File: config.mk
export PLATFORM = sky130hd
export DESIGN_NAME = flux_interval_decoder_top
export DESIGN_NICKNAME = d
export VERILOG_FILES = /design/src/rtl/fid_pkg.sv /design/src/rtl/flux_interval_decoder_top.sv
export SDC_FILE = /design/constraint.sdc
export NUM_CORES = 1
export LEC_CHECK = 0
export BUFFER_PORTS_ARGS = -buffer_cell sky130_fd_sc_hd__buf_2
export CAP_MARGIN = 20
export CORE_ASPECT_RATIO = 0.8
export CORE_MARGIN = 2
export CORE_UTILIZATION = 29
export DETAILED_ROUTE_END_ITERATION = 12
export GPL_TIMING_DRIVEN = 0
export HOLD_SLACK_MARGIN = 0.12
export SYNTH_ARGS = -nofsm -noshare
export SYNTH_HDL_FRONTEND = slang
export SYNTH_SLANG_ARGS = --single-unit
File: constraint.sdc
create_clock -name clk -period 16.2 [get_ports clk]
set_clock_uncertainty 0.1 [all_clocks]
set_input_delay 0.81 -clock clk [delete_from_list [all_inputs] [get_ports clk]]
set_output_delay 0.81 -clock clk [all_outputs]
set_load 0.005 [all_outputs]
File: src/rtl/fid_pkg.sv
// Shared types and constants for the flux interval decoder.
`default_nettype none

package fid_pkg;

  localparam int unsigned TICK_W    = 32;
  localparam int unsigned NS_W      = 32;
  localparam int unsigned BAL_W     = 12;
  localparam int unsigned CFG_IDX_W = 2;
  localparam int unsigned CFG_W     = 32;

  localparam logic [TICK_W-1:0] OVERFLOW_TICKS = 32'h0001_0000;
  localparam logic [NS_W-1:0]   SHORT_NS       = 32'd1000;
  localparam logic [BAL_W-1:0]  JITTER_LIMIT   = 12'd4;
  localparam logic [7:0]        NS_PER_TICK_RST = 8'd25;

  // Configuration register indexes
  localparam logic [CFG_IDX_W-1:0] CFG_TOTAL_REV_TICKS = 2'd0;
  localparam logic [CFG_IDX_W-1:0] CFG_SINGLE_REV      = 2'd1;
  localparam logic [CFG_IDX_W-1:0] CFG_NS_PER_TICK     = 2'd2;

  typedef struct packed {
    logic [15:0] flux_word;
    logic        rev_boundary;
    logic        wrap_to_first;
    logic [1:0]  rnd_jitter;
    logic        rnd_drop;
  } fid_in_t;

  typedef struct packed {
    logic [31:0] interval_ns;
    logic        index_mark;
  } fid_out_t;

endpackage

`default_nettype wire

File: src/rtl/flux_interval_decoder_top.sv
// Flux interval decoder: tick words in, flux-reversal intervals in ns out.
//
//  channel | direction | handshake          | payload
//  --------+-----------+--------------------+-------------------------------
//  in_     | input     | in_valid/in_stall  | fid_in_t: word, flags, rnd bits
//  out_    | output    | out_valid/out_stall| fid_out_t: interval_ns, mark
//  cfg_    | input     | cfg_we             | cfg_idx selects reg, cfg_wdata
//
// One item per cycle sustained while no result is held by out_stall; a result
// reaches the result register after its item has passed through the input
// register. The state loop (pending/accumulated ticks, jitter balance) closes
// combinationally through the tick add, the 32x8 ns multiply and the drop compare.
// Zero words update state only and proceed even while a result waits.
// Reset (rst_n low, synchronous) clears state, valids and config to defaults.
// in_stall rises only when the input register is full and its nonzero word
// cannot move because the result register is held by out_stall.
`default_nettype none

module flux_interval_decoder_top
  import fid_pkg::*;
(
  input  wire logic                 clk,
  input  wire logic                 rst_n,
  input  wire logic                 in_valid,
  output logic                      in_stall,
  input  wire fid_in_t              in_data,
  output logic                      out_valid,
  input  wire logic                 out_stall,
  output fid_out_t                  out_data,
  input  wire logic                 cfg_we,
  input  wire logic [CFG_IDX_W-1:0] cfg_idx,
  input  wire logic [CFG_W-1:0]     cfg_wdata
);

  localparam logic signed [BAL_W-1:0] JLIM = $signed(JITTER_LIMIT);

  // config
  logic [TICK_W-1:0] total_r;
  logic              single_r;
  logic [7:0]        npt_r;

  // input register
  fid_in_t           in_r;
  logic              in_vld_r, in_vld_nxt;

  // state
  logic [TICK_W-1:0]       pend_r, pend_nxt;
  logic [TICK_W-1:0]       acc_r, acc_nxt;
  logic signed [BAL_W-1:0] bal_r, bal_nxt;
  logic                    idx_r, idx_nxt;

  // result register
  fid_out_t          out_r, out_nxt;
  logic              out_vld_r, out_vld_nxt;

  logic              in_accept, out_free, fire, emit, word_zero;
  logic [TICK_W-1:0] pend0, acc0, ticks0, ticks1;
  logic signed [BAL_W-1:0] half_src, adj, bal1;
  logic              big;
  logic [NS_W-1:0]   ns;
  logic              drop;

  assign word_zero = (in_r.flux_word == 16'd0);
  assign out_free  = !out_vld_r || !out_stall;
  assign fire      = in_vld_r && (word_zero || out_free);
  assign emit      = fire && !word_zero;
  assign in_stall  = in_vld_r && !fire;
  assign in_accept = in_valid && !in_stall;

  always_comb begin
    in_vld_nxt = in_accept ? 1'b1 : (fire ? 1'b0 : in_vld_r);
    out_vld_nxt = emit ? 1'b1 : ((out_vld_r && !out_stall) ? 1'b0 : out_vld_r);
  end

  // Datapath for the item in the input register
  always_comb begin
    pend0 = pend_r;
    acc0  = acc_r;
    idx_nxt = idx_r;
    if (in_r.rev_boundary) begin
      idx_nxt = 1'b1;
      if (in_r.wrap_to_first) begin
        pend0 = total_r - acc_r;
        acc0  = acc_r - total_r;
      end
    end

    ticks0 = pend0 + {16'd0, in_r.flux_word};

    big      = (bal_r >= JLIM) || (bal_r <= -JLIM);
    // divide by two, truncating toward zero
    half_src = bal_r + $signed({{(BAL_W-1){1'b0}}, bal_r[BAL_W-1]});
    if (big)
      adj = half_src >>> 1;
    else if (in_r.rnd_jitter[1])
      adj = in_r.rnd_jitter[0] ? 12'sd1 : -12'sd1;
    else
      adj = 12'sd0;

    if (single_r) begin
      bal1   = bal_r - adj;
      ticks1 = ticks0 + {{(TICK_W-BAL_W){adj[BAL_W-1]}}, adj};
    end else begin
      bal1   = bal_r;
      ticks1 = ticks0;
    end

    ns   = ticks1 * {{(NS_W-8){1'b0}}, npt_r};
    drop = single_r && (ns < SHORT_NS) && in_r.rnd_drop;

    out_nxt.index_mark  = idx_nxt;
    out_nxt.interval_ns = drop ? '0 : ns;

    pend_nxt = pend_r;
    acc_nxt  = acc_r;
    bal_nxt  = bal_r;
    if (fire) begin
      if (word_zero) begin
        pend_nxt = pend0 + OVERFLOW_TICKS;
        acc_nxt  = acc0;
      end else begin
        pend_nxt = '0;
        acc_nxt  = acc0 + ticks0;
        bal_nxt  = drop ? (bal1 + $signed({2'b00, ns[9:0]})) : bal1;
        idx_nxt  = 1'b0;
      end
    end else begin
      idx_nxt = idx_r;
    end
  end

  always_ff @(posedge clk) begin
    if (!rst_n) begin
      total_r   <= '0;
      single_r  <= 1'b0;
      npt_r     <= NS_PER_TICK_RST;
      in_vld_r  <= 1'b0;
      out_vld_r <= 1'b0;
      pend_r    <= '0;
      acc_r     <= '0;
      bal_r     <= '0;
      idx_r     <= 1'b0;
    end else begin
      if (cfg_we) begin
        case (cfg_idx)
          CFG_TOTAL_REV_TICKS: total_r  <= cfg_wdata;
          CFG_SINGLE_REV:      single_r <= cfg_wdata[0];
          CFG_NS_PER_TICK:     npt_r    <= cfg_wdata[7:0];
          default: ;
        endcase
      end
      in_vld_r  <= in_vld_nxt;
      out_vld_r <= out_vld_nxt;
      pend_r    <= pend_nxt;
      acc_r     <= acc_nxt;
      bal_r     <= bal_nxt;
      idx_r     <= idx_nxt;
    end
  end

  always_ff @(posedge clk) begin
    if (in_accept) in_r <= in_data;
    if (emit) out_r <= out_nxt;
  end

  assign out_valid = out_vld_r;
  assign out_data  = out_r;

  // Assertions
  a_emit_loads: assert property (@(posedge clk) disable iff (!rst_n)
    emit |=> out_vld_r)
    else $error("nonzero word did not produce a result");

  a_pend_clear: assert property (@(posedge clk) disable iff (!rst_n)
    emit |=> (pend_r == '0) && !idx_r)
    else $error("pending ticks or index not cleared after a result");

  a_bal_hold: assert property (@(posedge clk) disable iff (!rst_n)
    !single_r |=> $stable(bal_r))
    else $error("jitter balance moved outside single revolution mode");

  a_stall_cause: assert property (@(posedge clk) disable iff (!rst_n)
    in_stall |-> in_vld_r && out_vld_r && out_stall && !word_zero)
    else $error("input stalled without a blocked result");

  a_zero_no_emit: assert property (@(posedge clk) disable iff (!rst_n)
    fire && word_zero && !out_vld_r |=> !out_vld_r)
    else $error("zero word produced a result");

endmodule

`default_nettype wire

==> flow_summary.json, run 1 <==
{
  "critPathMaxStageDelay_ns": 0.69,
  "postCtsSetupBuffers": 0,
  "synthesis.nets": 3286,
  "yosys_warnings": 0,
  "nNetsFinal": 3400,
  "timing.final.max_slew_violations": 0,
  "path_delay_family": "simple AND/OR/NAND/NOR gates",
  "overflow": 0,
  "synth_cell_types": 105,
  "cts_root_buf": "clkbuf_16",
  "wl_um": 76100,
  "hold_buffers": 0,
  "antenna_left": 0,
  "crit_path_end_kind": "flop",
  "cts.reportedPaths.clkPinSlew_ns": 0.08,
  "cp.required_ns": 16.47,
  "grt_first_pass_wirelength_um": 118000,
  "area_growth_pct": 10.5,
  "core_area_um2": 79000,
  "hp-class": "reg -> reg",
  "htreeDepth": 4,
  "fin_ws_ns": 0.761,
  "path_buf_inv": 10,
  "cts_buffers": 17,
  "cpMostUsedCell": "fa_1",
  "final_cell_mix": "inv_1 (301), nand2_1 (295), a21oi_1 (213)",
  "mostFrequentLayoutCell": "inv_1",
  "detailedPlace.worstSlack_ns": -0.871,
  "vias_per_cell": 5.25,
  "criticalPathCategory": "reg -> reg",
  "seq_area_frac_synth_pct": 17.4,
  "cp-start-kind": "flop",
  "setup_viol": 0,
  "die_x_um": 320,
  "synth_ff_type": "dfxtp_1",
  "antenna_found_initial": 6,
  "dp_hpwl_um": 61700,
  "place_area_um2": 25000,
  "hold_violations": 0,
  "pin_count": 95,
  "fill_cells": 8477,
  "grt_pass1_vias": 19900,
  "drt-pass1-iter-count": 5,
  "numPlacedInstances": 3990,
  "drc_errors": 0,
  "ys_async_sr_fraction_pct": 0,
  "fin_util_pct": 32.4,
  "ys_ff_latch": 174,
  "vias": 21100,
  "gp_congestion": 0.942,
  "postSynthCellCount": 2860,
  "critPathArrivalTime_ns": 15.71,
  "met1_usage_pct": 27.6,
  "gr-usage-all-layers_pct": 18.5,
  "finalCritPeriodShare_pct": 95.3,
  "status": "completed",
  "rsz0062_at_grt": "no",
  "grt_busiest_layer": "met1",
  "grt_max_degree": 23,
  "clockBufferDepth": 2,
  "slew_headroom_pct": 23.5,
  "wl_per_cell_um": 18.9,
  "synth_area_um2": 23200,
  "slowest_stage": "xnor2_1",
  "chipHeight_um": 257,
  "use_met3_pct": 3.96,
  "clk_latency_ns": 0.50,
  "synth_edf_count": 54,
  "post-route-min-period_ns": 15.44,
  "crit_path_max_fanout": 19,
  "initial_core_util_pct": 29.3,
  "avgSynthCellArea_um2": 8.10,
  "r2r_setup_slack_ns": 0.76,
  "layout-drive-gt1-share_pct": 7.77,
  "max-cap-violations": 0,
  "final_cell_area_um2": 25600,
  "dieArea_um2": 82200,
  "io_buffers": 93,
  "clock_sinks": 174,
  "cts_tree": "yes",
  "drtIter0Drc": 2151,
  "rows": 92,
  "max_freq_ghz": 0.0648,
  "fin_cells": 4025,
  "worst_pin_slew_ns": 1.14,
  "globalRouteMet2Util_pct": 26.4
}
## synth_stat cells, types with 12 or more instances
cell,instances,area (um2)
a21o_1,60,450
edfxtp_1,54,1620
and3_1,24,150
a31oi_1,13,81.3
and2_1,113,707
o21ai_1,12,60.1
o21ai_0,140,701
mux2_2,18,203
o31ai_1,14,105
ha_1,203,2540
inv_1,301,1130
o21bai_1,30,225
or3_1,14,87.6
mux2i_1,28,280
a21oi_1,214,1070
o211ai_1,18,135
a22oi_1,33,248
nand2_1,295,1110
nand3_1,53,265
fa_1,163,3260
nand4_1,24,150
dfxtp_1,120,2400
nor3_1,46,230
nand2b_1,43,269
nor2_1,183,687
a222oi_1,24,240
xor2_1,56,490
nor2b_1,64,400
a211oi_1,13,97.6
clkbuf_1,103,387
or2_2,13,81.3
xnor2_1,123,1080
nand3b_1,13,97.6
o21a_1,27,203
nor4_1,19,119
## sequential cells by signal, indices dropped and copies added (netlist names)
name,cells
acc_r,32
bal_r,12
idx_r,1
in_r,21
in_vld_r,1
npt_r,8
out_data,33
out_valid,1
pend_r,32
single_r,1
total_r,32
## final cells by class
cell class	count	area (um2)	share of cell area, %
clock inverters	14	138	0.538
plain buffers	124	541	2.11
well taps	1034	1290	5.05
flip-flops and latches	174	4020	15.7
inverters	303	1140	4.44
repair buffers	96	505	1.97
clock buffers	18	429	1.68
multi-input cells	2258	17500	68.4
diodes	4	10.0	0.0391
## final timing paths
kind,start,to,cells past startpoint
setup / recovery,in_r[4],bal_r[11],51
hold / removal,total_r[13],total_r[13],2
setup reg to reg,in_r[4],bal_r[11],51
hold reg to reg,total_r[13],total_r[13],2
## kinds of logic after synthesis
kind of cell             Yosys count  share of synthesized area, %
adder cells (fa/ha/maj)          366                          25.1
AO/OA/AOI/OAI                    711                          20.3
multiplexers                      47                          2.15
XOR/XNOR                         185                          7.28
AND/OR/NAND/NOR                  949                          20.6
flip-flops                       174                          17.4
buffers and inverters            428                          7.21
## worst register-to-register path, delay by kind of cell (launching register included)
family / cells / cell delay (ns)
flops: 1 / 0.55
buf+inv: 10 / 2.46
simple gates: 18 / 4.47
compound gates: 14 / 3.65
fa+ha+maj: 7 / 3.22
xor+xnor: 2 / 0.87
## stage by stage
step	hold slack, ns	TNS (ns)
after floorplan	0.348	0
after global placement	0.367	-16.74
after detailed placement	0.369	-7.67
after CTS	0.355	0
after global routing	0.364	0
final	0.378	0
## timing repair
| item | 4_1_cts | 5_1_grt |
|---|---|---|
| gates cloned | 0 | 0 |
| setup endpoints to repair | 22 | 22 |
| resized for setup | 7 | 11 |
## metal layers
layer | wire length (um) | share of wire, %
met3 | 6470 | 8.5
met5 | 28 | 0.037
met1 | 36700 | 48
met4 | 1840 | 2.4
met2 | 31100 | 41
Power of run 1 is left out: the tool's default activity adds up to more than one toggle a clock period on the data nets, which glitch-free logic cannot reach.
==> run 2, diff against run 1 <==
--- a/config.mk
+++ b/config.mk
@@ -13,6 +13,7 @@
 export DETAILED_ROUTE_END_ITERATION = 12
 export GPL_TIMING_DRIVEN = 0
 export HOLD_SLACK_MARGIN = 0.12
+export PLACE_DENSITY_LB_ADDON = 0.3
 export SYNTH_ARGS = -nofsm -noshare
 export SYNTH_HDL_FRONTEND = slang
 export SYNTH_SLANG_ARGS = --single-unit
==> run 2 against run 1 <==
Design area up 0.45%. Clock-buffer cell count fell by 1. Cell count about the same. Die area unchanged. Sequential cell count stayed put. Non-clock buffer count rose by 4. Critical path depth shrank 2.
==> flow_summary.json, run 2 (synthesis gave the netlist of run 1 again) <==
{
  "post-route-min-period_ns": 15.33,
  "critPathArrivalTime_ns": 15.64,
  "hold_violations": 0,
  "drt-pass1-iter-count": 6,
  "drc_errors": 0,
  "initial_core_util_pct": 29.3,
  "clk_latency_ns": 0.53,
  "antenna_left": 0,
  "postCtsSetupBuffers": 0,
  "cp.required_ns": 16.50,
  "hold_buffers": 0,
  "critPathMaxStageDelay_ns": 0.57,
  "cpMostUsedCell": "fa_1",
  "max_freq_ghz": 0.0652,
  "pin_count": 95,
  "rsz0062_at_grt": "no",
  "finalCritPeriodShare_pct": 94.7,
  "final.setup.tns_ns": 0,
  "area_growth_pct": 11.0,
  "nNetsFinal": 3404,
  "clock_sinks": 174,
  "core_area_um2": 79000,
  "hp-class": "in -> reg",
  "clockBufferDepth": 2,
  "path_buf_inv": 9,
  "cts_root_buf": "clkbuf_16",
  "fin_util_pct": 32.6,
  "gr-usage-all-layers_pct": 19.2,
  "worst_pin_slew_ns": 1.04,
  "rows": 92,
  "largest_reg_flops": 33,
  "grt_max_degree": 23,
  "mostFrequentLayoutCell": "inv_1",
  "path_delay_family": "simple AND/OR/NAND/NOR gates",
  "layout-drive-gt1-share_pct": 8.09,
  "grt_first_pass_wirelength_um": 121000,
  "drtIter0Drc": 1933,
  "timing.final.max_slew_violations": 0,
  "slew_headroom_pct": 30.7,
  "gp_congestion": 0.928,
  "htreeDepth": 4,
  "crit_path_end_kind": "flop",
  "holdWs_ns": 0.347,
  "cts_buffers": 17,
  "cp-start-kind": "flop",
  "chipHeight_um": 257,
  "antenna_found_initial": 7,
  "crit_path_max_fanout": 12,
  "io_buffers": 93,
  "vias_per_cell": 5.25,
  "grt_pass1_vias": 19900,
  "detailedPlace.worstSlack_ns": -1.07,
  "max-cap-violations": 0,
  "slowest_stage": "fa_1",
  "vias": 21100,
  "final_cell_mix": "inv_1 (301), nand2_1 (294), a21oi_1 (213)",
  "dieArea_um2": 82200,
  "overflow": 0,
  "status": "completed",
  "fill_cells": 8466,
  "cts.reportedPaths.clkPinSlew_ns": 0.09,
  "setup_viol": 0,
  "post_cts_resized": 7,
  "criticalPathCategory": "reg -> reg",
  "wl_per_cell_um": 19.5,
  "dp_hpwl_um": 63400,
  "fin_ws_ns": 0.865,
  "cts_tree": "yes",
  "die_x_um": 320,
  "wl_um": 78600
}
[run 2: cell count changes in the layout (fill, tap and decap cells not counted), moves of 2 or more]
cell,previous run,this run
clkinv_8,2,4
diode_2,4,2
inv_6,8,3
buf_4,5,7
inv_12,0,4
[run 2: final timing paths]
| kind | slack [ns] | endpoint | depth (start not counted) | from |
|---|---|---|---|---|
| worst max-delay path | 0.87 | bal_r[11] | 49 | in_r[4] |
| worst min register to register | 0.38 | total_r[15] | 2 | total_r[15] |
| worst max register to register | 0.87 | bal_r[11] | 49 | in_r[4] |
| worst min-delay path | 0.35 | in_r[19] | 1 | in_data[19] |
[run 2: area by class of cell]
cell class | instances | area (um2) | area share, %
clock inverter | 15 | 199 | 0.774
tap | 1034 | 1290 | 5.03
buffer | 124 | 538 | 2.09
timing repair buffer | 100 | 553 | 2.15
antenna | 2 | 5.00 | 0.0195
inverter | 303 | 1140 | 4.42
sequential | 174 | 4020 | 15.6
multi-input combinational | 2258 | 17500 | 68.2
clock buffer | 17 | 425 | 1.65
[run 2: per-stage QoR]
stage,cells,instance area (um2)
3_3_place_gp,3987,24900
2_1_floorplan,2860,23200
4_1_cts,4025,25700
6_report,4027,25700
5_1_grt,4027,25700
3_5_place_dp,3993,25000
[run 2: per-layer routing]
metal / share of wire (%) / vias to the layer above / GRT usage [%]
li1: - / 10100 / -
met1: 50 / 10300 / 28.8
met2: 40 / 656 / 27.5
met3: 7.9 / 80 / 4.05
met4: 2.1 / 10 / 5.23
met5: 0.071 / - / 0
Power of run 2 is left out for the same reason.
==> run 3, diff against run 2 <==
--- a/config.mk
+++ b/config.mk
@@ -7,6 +7,8 @@
 export LEC_CHECK = 0
 export BUFFER_PORTS_ARGS = -buffer_cell sky130_fd_sc_hd__buf_2
 export CAP_MARGIN = 20
+export CELL_PAD_IN_SITES_DETAIL_PLACEMENT = 2
+export CELL_PAD_IN_SITES_GLOBAL_PLACEMENT = 2
 export CORE_ASPECT_RATIO = 0.8
 export CORE_MARGIN = 2
 export CORE_UTILIZATION = 29
==> run 3 against run 2 <==
Highest routed layer is now met4. Critical endpoint is now bal_r[5]. Die area is the same. Via count grew 5.0%. Worst hold slack lost 0.0040 ns. Clock-buffer cell count is the same. Register-to-register slack gained 0.07 ns. Core utilization is essentially flat. Sequential share of layout area is essentially flat. Wire length grew 23%. Global-route usage grew 4.5 points. Sequential cell count is the same. First-iteration DRC count shrank 28%. Maximum frequency grew 0.44%.
==> flow_summary.json, run 3 (synthesis gave the netlist of run 1 again) <==
{
  "timing.final.max_slew_violations": 0,
  "cts.reportedPaths.clkPinSlew_ns": 0.09,
  "cp.required_ns": 16.50,
  "slew_headroom_pct": 27.3,
  "crit_path_max_fanout": 19,
  "grt_first_pass_wirelength_um": 149000,
  "clk_latency_ns": 0.53,
  "rows": 92,
  "largest_reg_flops": 33,
  "r2r_setup_slack_ns": 0.93,
  "dieArea_um2": 82200,
  "cts_root_buf": "clkbuf_16",
  "finalCritPeriodShare_pct": 94.2,
  "area_growth_pct": 11.0,
  "crit_start": "in_r[4]",
  "drtIter0Drc": 1394,
  "grt_max_degree": 36,
  "reg2reg_from": "in_r[4]",
  "vias": 22200,
  "postCtsSetupBuffers": 0,
  "post-route-min-period_ns": 15.27,
  "clockBufferDepth": 2,
  "initial_core_util_pct": 29.3,
  "criticalPathCategory": "reg -> reg",
  "wl_per_cell_um": 24.1,
  "mostFrequentLayoutCell": "inv_1",
  "pin_count": 95,
  "final_cell_area_um2": 25700,
  "clock_sinks": 174,
  "critPathMaxStageDelay_ns": 0.66,
  "gp_congestion": 0.900,
  "grt_pass1_vias": 24200,
  "htreeDepth": 4,
  "critical_path_depth": 50,
  "wl_um": 97000,
  "vias_per_cell": 5.51,
  "io_buffers": 93,
  "status": "completed",
  "max_freq_ghz": 0.0655,
  "overflow": 0,
  "drc_errors": 0,
  "drt-pass1-iter-count": 6,
  "cts_tree": "yes",
  "crit_path_end_kind": "flop",
  "layout-drive-gt1-share_pct": 8.32,
  "path_buf_inv": 10,
  "antenna_left": 0,
  "worst_pin_slew_ns": 1.09,
  "core_area_um2": 79000,
  "antenna_found_initial": 1,
  "path_delay_family": "simple AND/OR/NAND/NOR gates",
  "rsz0062_at_grt": "no",
  "place_area_um2": 25000,
  "nNetsFinal": 3404,
  "cpMostUsedCell": "fa_1",
  "worst-r2r-cell-count": 50,
  "dp_hpwl_um": 80300,
  "r2r-end": "bal_r[5]",
  "cp-start-kind": "flop",
  "setup_viol": 0,
  "critPathArrivalTime_ns": 15.57,
  "hp-class": "in -> reg",
  "chipHeight_um": 257,
  "max-cap-violations": 0,
  "gr-usage-all-layers_pct": 23.8,
  "hold_violations": 0,
  "cts_buffers": 17,
  "final_cell_mix": "inv_1 (301), nand2_1 (294), a21oi_1 (212)",
  "die_x_um": 320,
  "holdWs_ns": 0.343,
  "slowest_stage": "xnor2_1",
  "crit_end": "bal_r[5]"
}
[run 3: area by class of cell]
type | instances | area [um2]
fillers | 9140 | 53300
multi-input cells | 2258 | 17500
flip-flops and latches | 174 | 4020
well taps | 1034 | 1290
inverters | 303 | 1140
repair buffers | 101 | 564
plain buffers | 123 | 538
clock buffers | 17 | 425
clock inverters | 15 | 163
diodes | 5 | 12.5
[run 3: worst register-to-register path: cells and delay by family, from the launching register on]
kind	cells	cell delay [ns]
buffers and inverters	10	2.60
AO/OA/AOI/OAI	13	3.70
adder cells (fa/ha/maj)	7	3.14
flip-flops	1	0.53
multiplexers	1	0.22
AND/OR/NAND/NOR	17	3.99
XOR/XNOR	2	0.86
[run 3: worst min-delay path by stage]
| stage | start | to | slack [ns] | cells past startpoint |
|---|---|---|---|---|
| CTS | in_data[15] | in_r[15] | 0.31 | 1 |
| finish | in_data[15] | in_r[15] | 0.34 | 1 |
| global placement | pend_r[29] | pend_r[29] | 0.37 | 2 |
| detailed placement | total_r[11] | total_r[11] | 0.37 | 2 |
| global route | in_data[17] | in_r[17] | 0.33 | 1 |
| floorplan | total_r[31] | total_r[31] | 0.35 | 2 |
[run 3: per-stage QoR]
step	setup slack [ns]	util (%)	instances	TNS, ns
5_1_grt	0.103	32.5	4025	0
3_5_place_dp	-1.67	31.7	3992	-26.90
4_1_cts	0.0675	32.5	4024	0
6_report	0.933	32.6	4030	0
2_1_floorplan	3.80	-	2860	0
3_3_place_gp	-1.56	31.6	3987	-26.28
[run 3: per-layer routing]
metal / GRT usage [%] / share of wire [%]
met3: 3.30 / 4.8
met5: 0 / 0
met4: 6.09 / 1.9
met1: 34.5 / 50
met2: 36.7 / 43
[run 3: repair_timing]
action / 4_1_cts / 5_1_grt
hold buffers: 0 / 0
setup endpoints to repair: 23 / 22
gates resized for setup: 16 / 9
Power of run 3 is left out for the same reason.
